**config.mk**
```make
export PLATFORM = sky130hd
export DESIGN_NAME = ffr_ctrl
export DESIGN_NICKNAME = d
export VERILOG_FILES = /design/src/rtl/core/ffr_pkg.sv /design/src/rtl/core/ffr_ctrl.sv
export SDC_FILE = /design/constraint.sdc
export NUM_CORES = 1
export LEC_CHECK = 0
export ABC_AREA = 1
export BUFFER_PORTS_ARGS = -buffer_cell sky130_fd_sc_hd__buf_4
export CORE_AREA = 8 8 61 63
export CTS_CLUSTER_DIAMETER = 30
export CTS_CLUSTER_SIZE = 40
export DETAILED_ROUTE_END_ITERATION = 10
export DIE_AREA = 0 0 69 71
export GPL_TIMING_DRIVEN = 0
export PLACE_DENSITY_LB_ADDON = 0.15
export SETUP_SLACK_MARGIN = 0.5
export SYNTH_ARGS = -nofsm -noshare
export SYNTH_HDL_FRONTEND = slang
export SYNTH_SLANG_ARGS = --single-unit
```
**constraint.sdc**
```tcl
create_clock -name clk -period 3.88 [get_ports clk]
set_input_delay 1.164 -clock clk [delete_from_list [all_inputs] [get_ports clk]]
set_output_delay 1.164 -clock clk [all_outputs]
set_load 0.02 [all_outputs]
```
**src/rtl/core/ffr_pkg.sv**
```systemverilog
// ----------------------------------------------------------------------------
// ffr_pkg: shared types and constants of the feedback FM resonator
// Register codes, field widths, controller-to-datapath command word and
// saturation helpers for the Q8.23 state and the Q1.23 output.
// ----------------------------------------------------------------------------
package ffr_pkg;

	localparam int SINE_TABLE_DEPTH_DEF = 1024;

	localparam int SAMPLE_W  = 24;
	localparam int STATE_W   = 32;
	localparam int BASE_W    = 32;
	localparam int COEFF_W   = 16;
	localparam int CFG_IDX_W = 8;
	localparam int CFG_DATA_W = 32;

	// Configuration register indexes
	localparam logic [CFG_IDX_W-1:0] REG_BASE_STEP      = 8'd0;
	localparam logic [CFG_IDX_W-1:0] REG_FEEDBACK_COEFF = 8'd1;

	localparam logic [BASE_W-1:0]         BASE_STEP_RST = 32'd67979299;
	localparam logic signed [COEFF_W-1:0] FEEDBACK_RST  = 16'sd3686;

	localparam longint HALF_PI_Q30 = 64'sd1686629713;
	localparam logic [SAMPLE_W-1:0] ONE_Q23 = 24'd8388608;

	// Datapath operation issued by the controller in each cycle
	typedef enum logic [3:0] {
		OP_NONE,
		OP_LOAD_IN,
		OP_MUL_M,
		OP_FACTOR,
		OP_MUL_PLO,
		OP_MUL_PHI,
		OP_PHASE,
		OP_MUL_IDX,
		OP_READ_I,
		OP_READ_J,
		OP_SINCOS,
		OP_MUL_CR,
		OP_MUL_SI,
		OP_MUL_CI,
		OP_MUL_SR,
		OP_UPDATE
	} ffr_op_t;

	typedef struct packed {
		ffr_op_t op;
		logic    fill_we;
	} ffr_cmd_t;

	// Clamp a 36-bit value to the signed 32-bit state range
	function automatic logic signed [STATE_W-1:0] sat_state(input logic signed [35:0] v);
		logic signed [STATE_W-1:0] r;
		if (v > 36'sd2147483647) begin
			r = 32'sh7FFF_FFFF;
		end else if (v < -36'sd2147483648) begin
			r = 32'sh8000_0000;
		end else begin
			r = v[STATE_W-1:0];
		end
		return r;
	endfunction

	// Clamp a 36-bit value to the signed Q1.23 sample range
	function automatic logic signed [SAMPLE_W-1:0] sat_sample(input logic signed [35:0] v);
		logic signed [SAMPLE_W-1:0] r;
		if (v > 36'sd8388607) begin
			r = 24'sh7F_FFFF;
		end else if (v < -36'sd8388608) begin
			r = 24'sh80_0000;
		end else begin
			r = v[SAMPLE_W-1:0];
		end
		return r;
	endfunction

endpackage

```
**src/rtl/core/ffr_ctrl.sv**
```systemverilog
// ----------------------------------------------------------------------------
// ffr_ctrl: sequencer of the feedback FM resonator
// Runs the table fill after reset, then steps each sample through the
// shared multiplier and owns the input stall and output valid.
// ----------------------------------------------------------------------------
module ffr_ctrl #(
	parameter int SINE_TABLE_DEPTH = ffr_pkg::SINE_TABLE_DEPTH_DEF
) (
	input  logic                                clk,
	input  logic                                arst_n,
	input  logic                                in_valid,
	output logic                                in_stall,
	output logic                                out_valid,
	input  logic                                out_stall,
	output ffr_pkg::ffr_cmd_t                   cmd,
	output logic [$clog2(SINE_TABLE_DEPTH)-1:0] fill_addr
);

	localparam int AW = $clog2(SINE_TABLE_DEPTH);
	localparam logic [AW-1:0] FILL_LAST = AW'(SINE_TABLE_DEPTH - 1);

	typedef enum logic [15:0] {
		ST_FILL = 16'h0001,
		ST_IDLE = 16'h0002,
		ST_M    = 16'h0004,
		ST_FAC  = 16'h0008,
		ST_PLO  = 16'h0010,
		ST_PHI  = 16'h0020,
		ST_PH   = 16'h0040,
		ST_IDX  = 16'h0080,
		ST_RD0  = 16'h0100,
		ST_RD1  = 16'h0200,
		ST_CS   = 16'h0400,
		ST_P1   = 16'h0800,
		ST_P2   = 16'h1000,
		ST_P3   = 16'h2000,
		ST_P4   = 16'h4000,
		ST_UPD  = 16'h8000
	} state_t;

	state_t        state_q, state_d;
	logic [AW-1:0] cnt_q;
	logic          out_valid_q;
	logic          out_free;
	logic          load_out;

	assign out_free = !out_valid_q || !out_stall;

	always_comb begin
		state_d     = state_q;
		cmd.op      = ffr_pkg::OP_NONE;
		cmd.fill_we = 1'b0;
		load_out    = 1'b0;
		case (state_q)
			ST_FILL: begin
				cmd.fill_we = 1'b1;
				if (cnt_q == FILL_LAST) begin
					state_d = ST_IDLE;
				end
			end
			ST_IDLE: begin
				if (in_valid) begin
					cmd.op  = ffr_pkg::OP_LOAD_IN;
					state_d = ST_M;
				end
			end
			ST_M:   begin cmd.op = ffr_pkg::OP_MUL_M;   state_d = ST_FAC; end
			ST_FAC: begin cmd.op = ffr_pkg::OP_FACTOR;  state_d = ST_PLO; end
			ST_PLO: begin cmd.op = ffr_pkg::OP_MUL_PLO; state_d = ST_PHI; end
			ST_PHI: begin cmd.op = ffr_pkg::OP_MUL_PHI; state_d = ST_PH;  end
			ST_PH:  begin cmd.op = ffr_pkg::OP_PHASE;   state_d = ST_IDX; end
			ST_IDX: begin cmd.op = ffr_pkg::OP_MUL_IDX; state_d = ST_RD0; end
			ST_RD0: begin cmd.op = ffr_pkg::OP_READ_I;  state_d = ST_RD1; end
			ST_RD1: begin cmd.op = ffr_pkg::OP_READ_J;  state_d = ST_CS;  end
			ST_CS:  begin cmd.op = ffr_pkg::OP_SINCOS;  state_d = ST_P1;  end
			ST_P1:  begin cmd.op = ffr_pkg::OP_MUL_CR;  state_d = ST_P2;  end
			ST_P2:  begin cmd.op = ffr_pkg::OP_MUL_SI;  state_d = ST_P3;  end
			ST_P3:  begin cmd.op = ffr_pkg::OP_MUL_CI;  state_d = ST_P4;  end
			ST_P4:  begin cmd.op = ffr_pkg::OP_MUL_SR;  state_d = ST_UPD; end
			ST_UPD: begin
				// hold here until the output register can take the word
				if (out_free) begin
					cmd.op   = ffr_pkg::OP_UPDATE;
					load_out = 1'b1;
					state_d  = ST_IDLE;
				end
			end
			default: begin
				state_d = ST_IDLE;
			end
		endcase
	end

	always_ff @(posedge clk or negedge arst_n) begin
		if (!arst_n) begin
			state_q     <= ST_FILL;
			cnt_q       <= '0;
			out_valid_q <= 1'b0;
		end else begin
			state_q <= state_d;
			if (state_q == ST_FILL) begin
				cnt_q <= cnt_q + 1'b1;
			end
			if (load_out) begin
				out_valid_q <= 1'b1;
			end else if (!out_stall) begin
				out_valid_q <= 1'b0;
			end
		end
	end

	assign in_stall  = (state_q != ST_IDLE);
	assign out_valid = out_valid_q;
	assign fill_addr = cnt_q;

endmodule

```
==> impl_results.md <==
- DR vias/cell: 4.92
- Fin crit share: 81.0%
- Syn nets: 188
- H-Tree Depth: 1
- Rel. slew slack: a little under 80%
- R2r worst-path depth: 8
- First-pass GRT wire length: between 4 and 5 mm
- Min Clock Period, post-route: 3.14 ns
- RSZ-0062 raised after global routing: no
- Max Fclk: 318 MHz
- Clk pin slew, worst setup/hold paths: 0.14 ns
- Max-slew violations: 0
- Synthesized cell area: roughly 1400 sq um
- Syn avg cell area: ~8 sq um
- IR drop worst, VDD: around 0.22 mV
- FFs w/ async S/R, synth: 100%
- Synth area leaders: dfrtp_1 45%, nand2_1 10%, nor2_1 10%
- Synth top cells by count: 40 x nand2_1, 39 x nor2_1, 26 x dfrtp_1
- Post-DRT Antenna Nets: 0
- Starting Density: 50.3%
- Die X: roughly 69 um
- Post-DP HPWL: 2.26 mm
- Max-Cap Viols: 0
- Remaining Overflow, GRT: 0
- Count leader, synth: nand2_1
- Area of the die: roughly 4900 sq um
- Setup crit start kind: input pin
- Worst Hold Path Cells: 1
- Antenna cell count: 0
- Clk_lat worst skew: 0.34 ns
- DR DRC count: 0
- Post-layout total power: 0.675 mW
- Routability congestion estimate: 0.832
- Total GRT Usage: 11.9%
- Num CTS Buffers: 3
- DR WL/cell: 12.1 um
- Layout cells sized above 1: around 22%
- P per Cell Area: 407 nW/um^2
- Initial antenna violation count: 0
- WP data arrival: between 1.5 and 2 ns
- P&R area growth vs syn: 15.4%
- Number of clock sinks: 27
- Min-delay worst type: flip-flop to flip-flop
- CTS tree: done
- Post-CTS Setup Bufs: 0
- Die Span Y: 71 um
- Critical Path RT: 2.72 ns
- Seq/Total Area, Yosys: between 40% and 50%
- DR pass1 iterations: 4
- Largest net degree at the start of global routing: 28
- Post-Synthesis Cells: 183
- Post-synth EDFFs: 0
- Number of synthesis warnings: 0
- Actual slew at the worst max-slew pin: 0.337 ns
- WL final: 2.90 mm
- Vias in the first global route: 1,169
- Ys flop type: dfrtp_1
- Root buffer cell: clkbuf_4
- Total number of vias: 1,180
- Yosys top cell area share: 45.3%
- Nature of the critical path endpoint: primary output
- CTS-repair resized insts: 0
- Yosys cell types: 23
- Final Hold Viols: 0
- Status: complete, no violations
- Nets: 213
- Leading area contributor after synthesis: dfrtp_1
- Lkg Pwr: 0.946 nW
- Initial DRC Count: 44
- Final setup violation count: 0
- Clock Skew: around 0.018 ns
- Std cell rows: 20
- Worst-case clock buffer depth: 2
- Hold Buf Count CTS: 0
- Crit Path Category: input pin to primary output
- Fill cells: 282
- I/O Buffers: 20
- Setup TNS: 0 ns
- Flops & latches, synth: 27
- Core Area: 2850 sq um
- Io pins: 21
- Critical-path maximum fanout: 3
layout make-up:
cell class	instances	area [sq um]	area share, %
Clock inverter	1	7.51	0.453
Buffer	1	11.3	0.680
Inverter	22	82.6	4.98
Timing Repair Buffer	20	150	9.06
Tap cell	33	41.3	2.49
Sequential cell	27	677	40.9
Clock buffer	3	22.5	1.36
Multi-Input combinational cell	133	664	40.1
cells by family (layout without fill, tap and decap cells):
kind of cell	count (synthesis)	in the layout	share of synthesized area, %
adders and majority gates	1	1	0.872
AOI/OAI and AO/OA	5	5	1.74
buffers and inverters	23	47	6.54
and+or+nand+nor	118	118	38.2
xor gates and xnor gates	9	9	5.49
DFF	27	27	47.2
worst max-delay path, stage by stage:
cell,delay (ns)
buf_4,0.08
nand2_1,0.07
nand3_1,0.15
nand3_1,0.08
nor3_1,0.18
nand2_1,0.09
buf_4,0.17
through the flow:
| stage | cells | setup WS (ns) | hold WS, ns | utilization [%] | area [sq um] |
|---|---|---|---|---|---|
| after floorplan | 183 | 0.992 | 0.525 | - | 1440 |
| after global placement | 236 | 0.692 | 0.494 | 57.0 | 1630 |
| after detailed placement | 236 | 0.711 | 0.489 | 57.0 | 1630 |
| after CTS | 240 | 0.707 | 0.514 | 58.1 | 1660 |
| after global routing | 240 | 0.555 | 0.538 | 58.1 | 1660 |
| final | 240 | 0.737 | 0.507 | 58.1 | 1660 |
metal layers:
layer / vias up / GRT usage, % / routed length [um] / share of wire [%]
met1: 539 / 13.3 / 1330 / 46
met2: 19 / 21.3 / 1420 / 49
met5: - / 0 / 0 / 0
li1: 616 / - / - / -
met3: 6 / 2.38 / 97 / 3.3
met4: 0 / 5.47 / 53 / 1.8
worst paths after layout:
path	startpoint	to	slack [ns]
max in group asynchronous	arst_n	state_q[0]$_DFFE_PN1P_	2.86
max	out_stall	cmd[1]	0.74
min	fill_addr[9]$_DFFE_PN0N_	fill_addr[9]$_DFFE_PN0N_	0.51
max reg2reg	state_q[13]$_DFFE_PN0P_	state_q[1]$_DFFE_PN0P_	2.27
min in group asynchronous	arst_n	state_q[11]$_DFFE_PN0P_	0.70
min reg2reg	fill_addr[9]$_DFFE_PN0N_	fill_addr[9]$_DFFE_PN0N_	0.51
where the power goes:
part           switching (mW)  total (mW)  internal [mW]
registers              0.0135       0.311          0.298
clock network          0.0900       0.129         0.0395
logic                   0.156       0.234         0.0776
total                   0.260       0.675          0.415
flip-flops by register name, indices dropped and copies added (netlist names):
name,cells
fill_addr,10
out_valid,1
state_q,16
cell usage in the layout, fill, tap and decap left out:
cell type,instances
ha_1,1
nand3_1,19
clkinvlp_4,1
clkbuf_4,3
nor2_4,2
dfrtp_1,26
inv_1,17
xnor2_1,4
nor3_2,1
o21ai_0,1
nand3_2,1
buf_4,20
inv_2,5
nand3b_1,1
dfstp_2,1
nor3_1,2
nand4_4,1
nand2_2,4
nor4_1,2
buf_6,1
xor2_1,5
o21ai_1,3
nor2_2,6
a21oi_1,1
nand2_1,40
nor2_1,39
Note: power is estimated with default switching activity, not from simulation.
